===== config.mk =====
export PLATFORM = sky130hd
export DESIGN_NAME = hhfc_front
export DESIGN_NICKNAME = d
export VERILOG_FILES = /design/src/sv/hhfc_pkg.sv /design/src/sv/hhfc_front.sv
export SDC_FILE = /design/constraint.sdc
export NUM_CORES = 1
export LEC_CHECK = 0
export ABC_AREA = 1
export BUFFER_PORTS_ARGS = -buffer_cell sky130_fd_sc_hd__buf_2
export CAP_MARGIN = 10
export CORE_ASPECT_RATIO = 1.4
export CORE_MARGIN = 4
export CORE_UTILIZATION = 54
export DETAILED_ROUTE_END_ITERATION = 6
export GPL_TIMING_DRIVEN = 0
export HOLD_SLACK_MARGIN = 0.03
export PLACE_DENSITY = 0.77
export RECOVER_POWER = 50
export SLEW_MARGIN = 20
export SYNTH_ARGS = -nofsm -noshare
export SYNTH_HDL_FRONTEND = slang
export SYNTH_SLANG_ARGS = --single-unit

===== constraint.sdc =====
create_clock -name i_clk -period 2.5 [get_ports i_clk]
set_input_delay 0.375 -clock i_clk [delete_from_list [all_inputs] [get_ports i_clk]]
set_output_delay 0.375 -clock i_clk [all_outputs]
set_load 0.02 [all_outputs]

===== src/sv/hhfc_pkg.sv =====
`default_nettype none
package hhfc_pkg;

    localparam logic [7:0] SYNC0 = 8'h05;
    localparam logic [7:0] SYNC1 = 8'h0B;
    localparam logic [7:0] SYNC2 = 8'h7F;

    localparam logic [1:0] VERDICT_MORE = 2'd0;
    localparam logic [1:0] VERDICT_GOOD = 2'd1;
    localparam logic [1:0] VERDICT_BAD  = 2'd2;

    typedef enum logic [4:0] {
        PH_HUNT0   = 5'b00001,
        PH_HUNT1   = 5'b00010,
        PH_HUNT2   = 5'b00100,
        PH_HEADER  = 5'b01000,
        PH_PAYLOAD = 5'b10000
    } t_phase;

    // One queued command: a payload beat or a zero-length frame marker.
    typedef struct packed {
        logic [7:0]  data;
        logic        has_byte;
        logic        last;
        logic [15:0] expected;
    } t_cmd;

    // A character that is not a hex digit passes through with its raw value.
    function automatic logic [7:0] hex_value(input logic [7:0] c);
        logic [7:0] v;
        if (c >= 8'd48 && c < 8'd58) begin
            v = c - 8'd48;
        end else if (c >= 8'd97 && c < 8'd103) begin
            v = c - 8'd87;
        end else if (c >= 8'd65 && c < 8'd71) begin
            v = c - 8'd55;
        end else begin
            v = c;
        end
        return v;
    endfunction

endpackage
`default_nettype wire


===== src/sv/hhfc_front.sv =====
`default_nettype none
module hhfc_front (
    input  wire              i_clk,
    input  wire              i_rst_n,
    input  wire              i_accept,
    input  wire  [7:0]       i_rx_byte,
    output logic             o_push,
    output hhfc_pkg::t_cmd   o_cmd
);

    hhfc_pkg::t_phase r_phase, n_phase;
    logic [2:0]  r_hdr_cnt, n_hdr_cnt;
    logic [15:0] r_expected, n_expected;
    logic [15:0] r_length, n_length;
    logic [15:0] r_left, n_left;

    logic [15:0] w_shifted;
    logic [15:0] w_part;
    logic [4:0]  w_shamt;
    logic [15:0] w_len_final;
    logic [15:0] w_left_dec;

    assign w_shamt     = 5'd12 - {1'b0, r_hdr_cnt[1:0], 2'b00};
    assign w_shifted   = {8'd0, hhfc_pkg::hex_value(i_rx_byte)} << w_shamt;
    assign w_part      = w_shifted;
    assign w_len_final = r_length | w_part;
    assign w_left_dec  = r_left - 16'd1;

    always_comb begin
        n_phase    = r_phase;
        n_hdr_cnt  = r_hdr_cnt;
        n_expected = r_expected;
        n_length   = r_length;
        n_left     = r_left;
        o_push     = 1'b0;
        o_cmd      = '{data: 8'd0, has_byte: 1'b0, last: 1'b0, expected: r_expected};
        if (i_accept) begin
            unique case (r_phase)
                hhfc_pkg::PH_HUNT1: begin
                    if (i_rx_byte == hhfc_pkg::SYNC1) begin
                        n_phase = hhfc_pkg::PH_HUNT2;
                    end else if (i_rx_byte == hhfc_pkg::SYNC0) begin
                        n_phase = hhfc_pkg::PH_HUNT1;
                    end else begin
                        n_phase = hhfc_pkg::PH_HUNT0;
                    end
                end
                hhfc_pkg::PH_HUNT2: begin
                    if (i_rx_byte == hhfc_pkg::SYNC2) begin
                        n_phase    = hhfc_pkg::PH_HEADER;
                        n_hdr_cnt  = 3'd0;
                        n_expected = 16'd0;
                        n_length   = 16'd0;
                    end else if (i_rx_byte == hhfc_pkg::SYNC0) begin
                        n_phase = hhfc_pkg::PH_HUNT1;
                    end else begin
                        n_phase = hhfc_pkg::PH_HUNT0;
                    end
                end
                hhfc_pkg::PH_HEADER: begin
                    if (!r_hdr_cnt[2]) begin
                        n_expected = r_expected | w_part;
                    end else begin
                        n_length = w_len_final;
                    end
                    n_hdr_cnt = r_hdr_cnt + 3'd1;
                    if (r_hdr_cnt == 3'd7) begin
                        // The checksum digits are complete by now.
                        if (w_len_final == 16'd0) begin
                            o_push         = 1'b1;
                            o_cmd.last     = 1'b1;
                            n_phase        = hhfc_pkg::PH_HUNT0;
                        end else begin
                            n_left  = w_len_final;
                            n_phase = hhfc_pkg::PH_PAYLOAD;
                        end
                    end
                end
                hhfc_pkg::PH_PAYLOAD: begin
                    o_push         = 1'b1;
                    o_cmd.data     = i_rx_byte;
                    o_cmd.has_byte = 1'b1;
                    n_left         = w_left_dec;
                    if (w_left_dec == 16'd0) begin
                        o_cmd.last = 1'b1;
                        n_phase    = hhfc_pkg::PH_HUNT0;
                    end
                end
                default: begin
                    n_phase = (i_rx_byte == hhfc_pkg::SYNC0) ? hhfc_pkg::PH_HUNT1
                                                             : hhfc_pkg::PH_HUNT0;
                end
            endcase
        end
    end

    always_ff @(posedge i_clk) begin
        if (!i_rst_n) begin
            r_phase    <= hhfc_pkg::PH_HUNT0;
            r_hdr_cnt  <= 3'd0;
            r_expected <= 16'd0;
            r_length   <= 16'd0;
            r_left     <= 16'd0;
        end else begin
            r_phase    <= n_phase;
            r_hdr_cnt  <= n_hdr_cnt;
            r_expected <= n_expected;
            r_length   <= n_length;
            r_left     <= n_left;
        end
    end

endmodule
`default_nettype wire


# Word level (Yosys, flattened, before mapping)
# Index checks and enable logic that the tools add are counted.
# word_totals
ff_bits,56
latch_bits,0
mem_bits_rw,0
rom_bits,0
out_inout_bits,27
word_cells,74
n_memories,0
# op_classes
n_addsub,6
multipliers,0
n_div,0
n_lt_le_gt_ge,6
n_eq_ne,14
shift,1
mux,28
bitwise,2
reduce_logical,12
# ops
cell,n
$pmux 16 s2,3
$mux 16,5
$logic_not 16->1,2
$or 16x16->16,2
$mux 8,3
$pmux 5 s4,1
$ge 8x7->1 const B,2
$lt 8x7->1 const B,2
$shl 8x5->16,1
$sub 16x1->16 const B,1
$sub 8x6->8 const B,2
$mux 5,3
$ne 2x2->1 const B,6
$reduce_and 4->1,3
$mux 10,1
$mux 9,1
$eq 8x3->1 const B,1
$eq 8x4->1 const B,1
$eq 8x7->1 const B,1
$ge 8x6->1 const B,1
$lt 8x6->1 const B,1
$sub 8x7->8 const B,1
$mux 3,2
$pmux 3 s2,1
14 further kinds,22

# Logic depth before layout (Yosys ltp)
# depth
ltp_word,12
ltp_mapped,23
depth_no_buf,23

# Least setup slack after synthesis
# No wires, ideal clock.
# synth_timing
path_kind,input to output
start,input i_rx_byte[0]
end,output o_cmd[16] in the netlist's numbering
t_arrival_ns,2.274
t_required_ns,2.125
path_slack_ns,-0.149
path_stages,16
path_cell_list,ha_1 -> nand2_1 -> nand2_2 -> nor2_4 -> nand3_1 -> nand2_2 -> nand2_2 -> and2_4 -> or2_1 -> nand3_1 -> nand3_2 -> nor2_2 -> nand2_2 -> inv_1 -> nand4_1 -> o21ai_0
# synth_lines
element,line,source
"start, declared",hhfc_front.sv:6,"input wire [7:0] i_rx_byte,"
"end, declared",hhfc_front.sv:8,output hhfc_pkg::t_cmd o_cmd

# Worst setup path in the final report
# layout_timing
start,input i_rx_byte[0]
end,output o_push
# layout_between
elab_chain_len,12
# layout_lines
element,line,source
$ge 8x7->1 / $lt 8x7->1 (equally long branches),hhfc_pkg.sv:35,end else if (c >= 8'd65 && c < 8'd71) begin
$logic_and 1x1->1,hhfc_pkg.sv:35,
$mux 8,hhfc_pkg.sv:35,
$mux 8,hhfc_pkg.sv:33,end else if (c >= 8'd97 && c < 8'd103) begin
$mux 8 (*),hhfc_pkg.sv:31,if (c >= 8'd48 && c < 8'd58) begin
$shl 8x5->16 (*),hhfc_front.sv:24,"assign w_shifted = {8'd0, hhfc_pkg::hex_value(i_rx_byte)} << w_shamt;"
$or 16x16->16 (*),hhfc_front.sv:26,assign w_len_final = r_length | w_part;
$logic_not 16->1 (*),hhfc_front.sv:69,if (w_len_final == 16'd0) begin
$mux 1 (*),hhfc_front.sv:69,
$mux 1 (*),hhfc_front.sv:67,if (r_hdr_cnt == 3'd7) begin
$pmux 1 s2 (*),hhfc_front.sv:38,unique case (r_phase)
$mux 1 (*),hhfc_front.sv:37,if (i_accept) begin
"end, declared",hhfc_front.sv:7,"output logic o_push,"
# Every way passes the cells marked *; elsewhere a longest branch is shown, timed or not.

==> impl_metrics.json <==
{
  "finalSetupViolations": 20,
  "cts_buffers": 5,
  "yosysSeqAreaShare_pct": 30.6,
  "period_share_pct": 121,
  "route.detailed.drc": 0,
  "busiest_layer": "met2",
  "swShare_pct": 31.5,
  "synth.most_common_cell": "nand2_1",
  "maxCapViolCount": 0,
  "root_buffer": "clkbuf_8",
  "finalMaxSlewViolations": 0,
  "dr.pass1.iters": 5,
  "routed_via_density": 5.87,
  "startpoint_type": "input pin",
  "grt_pass1_wl_mm": 18.2,
  "initial_utilization_pct": 55.7,
  "die_x_um": 77.6,
  "yosysTopAreaCellShare_pct": 30.6,
  "antenna_found_initial": 0,
  "ys_types": 38,
  "clock_skew_ns": 0.0114,
  "rsz0062_at_grt": "true",
  "fmax_ghz": 0.331,
  "r2r_slack_ns": -0.23,
  "rows": 35,
  "rr_startpoint": "r_phase[1]",
  "grt_overflow_total": 0,
  "drtIter0Drc": 266,
  "die-area_mm2": 0.00818,
  "syn_to_final_growth_pct": 36.7,
  "synth.avg_cell_area_um2": 6.40,
  "groute.layer.met1.usage_pct": 28.3,
  "tightestPinTransition_ns": 0.896,
  "timing.rr.end": "r_left[14]",
  "met2_usage_pct": 50.2,
  "yosys-top-cells-area": "dfxtp_1 31%, nand2_1 12%, nor2_1 8.3%, inv_1 7.7%, nand3_1 7.0%",
  "yosys_warnings": 0,
  "endpoint": "o_push",
  "finalHoldViolCount": 0,
  "synth-seq-cells": 56,
  "core_area_mm2": 0.00657,
  "p_leak_nw": 2.27,
  "reg2regPathDepth": 9,
  "postCtsHoldBufs": 0,
  "startpoint": "i_rx_byte[0]",
  "violations": "setup timing",
  "placed_cells": 683,
  "async_reset_ff_share_pct": 0,
  "hp-class": "in -> reg",
  "ir_drop_uv": 447,
  "end_kind": "output pin",
  "synthesis.nets": 595,
  "seq_power_share_pct": 50.7,
  "fin_tns_setup_ns": -5.42,
  "layout-drive-gt1-share_pct": 32.4,
  "p_switching_w": 0.000558,
  "maxSlewHeadroom_pct": 40.3,
  "cts.clk_slew.worst_paths_ns": 0.12,
  "multiInputGateArea_mm2": 0.00271,
  "htree_levels": 2,
  "powerDensity_mw_per_mm2": 354,
  "cts_tree": "built",
  "intPower_w": 0.00122,
  "port_buffers": 37,
  "routedWlPerCell_um": 16.9,
  "pwr-share-comb_pct": 17.5,
  "grt_max_degree": 21,
  "synth_largest_area_cell": "dfxtp_1",
  "clkLatencyLatePin_ns": 0.33,
  "power_w": 0.00177,
  "hpwl_mm": 7.97,
  "synth_edf_count": 0,
  "grt_usage_pct": 27.3,
  "antennaDiodeCount": 0,
  "netlist_area_mm2": 0.00366,
  "critPathKind": "in -> out",
  "pin_count": 38,
  "critPathMaxFanout": 6,
  "vias": 4299,
  "post_synth_inst_count": 572,
  "met3_usage_pct": 4.87,
  "cp_data_arrival_time_ns": 2.65,
  "antenna_left": 0,
  "fin_nets": 680,
  "crit_required_ns": 2.12,
  "clkSinkCount": 56,
  "gp_congestion": 0.915,
  "outcome": "finished with violations",
  "cts_buffer_depth": 2,
  "fillers": 486,
  "routed_wl_mm": 12.4,
  "grt_pass1_vias": 4004,
  "synth_top_flop_cell": "dfxtp_1",
  "power_frac_clock_pct": 31.8,
  "synth_top_cells_by_count": "116 x nand2_1, 81 x nor2_1, 75 x inv_1",
  "final_cells": 732,
  "fin_crit_ns": 3.03,
  "setup_slack_ns": -0.526,
  "die_h_um": 105,
  "seq_area_mm2": 0.00113
}
-- critical path, stage by stage --
cell     delay, ns
buf_12        0.12
ha_4          0.16
nand2_4       0.07
nand2_4       0.06
nor2_4        0.19
nand3_4       0.17
buf_6         0.17
nand3_2       0.09
nand3_4       0.10
nand3_4       0.09
nand2_2       0.07
inv_1         0.09
nand2_1       0.07
nor2_1        0.11
nand2_1       0.08
nor2_2        0.10
nand2_2       0.08
inv_2         0.05
nand4_1       0.15
nand2_2       0.13
buf_6         0.12
-- kinds of logic (layout without fill, tap and decap cells) --
family,Yosys count,in the layout,share of synthesized area (%)
xor gates and xnor gates,9,9,2.15
AOI/OAI and AO/OA,86,86,13.1
muxes,1,1,0.273
and+or+nand+nor,312,313,39.3
adders and majority gates,12,12,4.10
buffers and inverters,96,181,10.5
DFF,56,56,30.6
-- sequential cells by signal (all words and copies together), names as in the netlist --
name and flops:
r_length 16, r_expected 16, r_left 16, r_phase 5
r_hdr_cnt 3
-- power groups by stage --
| stage | Combinational [W] | Clock [W] | Sequential, W |
|---|---|---|---|
| 6_report | 0.000311 | 0.000564 | 0.000899 |
| 5_1_grt | 0.000332 | 0.000588 | 0.000900 |
| 4_1_cts | 0.000254 | 0.000565 | 0.000900 |
| 3_5_place_dp | 0.000217 | 0 | 0.000921 |
| 3_3_place_gp | 0.000211 | 0 | 0.000921 |
| 2_1_floorplan | 0.000154 | 0 | 0.000920 |
-- layout make-up --
type / count / share of cell area (%)
plain buffers: 15 / 1.80
clock inverters: 3 / 0.575
flip-flops and latches: 56 / 22.6
multi-input cells: 421 / 54.0
clock buffers: 5 / 1.37
inverters: 80 / 6.57
well taps: 74 / 1.85
repair buffers: 78 / 11.1
-- repair_timing --
item | 4_1_cts | 5_1_grt
resized for setup | 74 | 85
gates cloned | 0 | 3
pin swaps | 20 | 32
buffers inserted | 28 | 11
setup endpoints to repair | 20 | 37
-- per-layer routing --
metal / vias to the layer above / routed length [µm] / share of wire, %
li1: 2034 / - / -
met1: 1969 / 4490 / 36
met2: 217 / 6350 / 51
met3: 79 / 678 / 5.5
met4: 0 / 850 / 6.9
met5: - / 0 / 0
-- metrics by stage --
step / hold slack [ns] / area [µm²] / worst slack (ns) / util (%)
after floorplan: 0.427 / 3720 / 0.000411 / -
after detailed placement: 0.448 / 4000 / -0.696 / 60.8
after CTS: 0.453 / 4550 / -0.383 / 69.2
after global routing: 0.491 / 5010 / -0.649 / 76.2
final: 0.474 / 5010 / -0.526 / 76.2
after global placement: 0.439 / 4000 / -0.653 / 60.8
-- worst min path at each step --
stage	start	endpoint	slack [ns]	cells past startpoint
floorplan	r_length[11]	r_length[11]	0.43	2
global placement	r_length[9]	r_length[9]	0.44	2
detailed placement	r_length[11]	r_length[11]	0.45	2
CTS	i_rst_n	r_phase[3]	0.45	3
global route	i_rst_n	r_length[1]	0.49	3
finish	i_rst_n	r_length[7]	0.47	3
-- layout by cell type, fill, tap and decap left out, types with 3 or more instances in the layout --
| cell type | Yosys | final |
|---|---|---|
| nand2_1 | 116 | 92 |
| nor2_1 | 81 | 70 |
| inv_1 | 75 | 62 |
| dfxtp_1 | 56 | 52 |
| buf_4 | 1 | 39 |
| nand3_1 | 51 | 29 |
| a21oi_1 | 42 | 27 |
| nand3_2 | 12 | 25 |
| nand2_2 | 7 | 24 |
| clkbuf_1 | 10 | 24 |
| o21ai_0 | 22 | 19 |
| buf_2 | 3 | 18 |
| nand4_1 | 17 | 17 |
| nor3_1 | 16 | 14 |
| a21oi_2 | 1 | 13 |
| inv_2 | 2 | 11 |
| o21a_1 | 10 | 10 |
| nand3_4 | 0 | 9 |
| nor2_2 | 3 | 8 |
| nor2_4 | 1 | 7 |
| xor2_1 | 7 | 6 |
| nand2_4 | 1 | 6 |
| ha_1 | 12 | 6 |
| buf_6 | 2 | 6 |
| clkbuf_8 | 0 | 5 |
| inv_4 | 0 | 3 |
| nand2_8 | 0 | 3 |
| o21ai_2 | 0 | 3 |
| a21oi_4 | 0 | 3 |
| ha_4 | 0 | 3 |
| ha_2 | 0 | 3 |
| dfxtp_4 | 0 | 3 |
(Power assumes the default switching activity.)
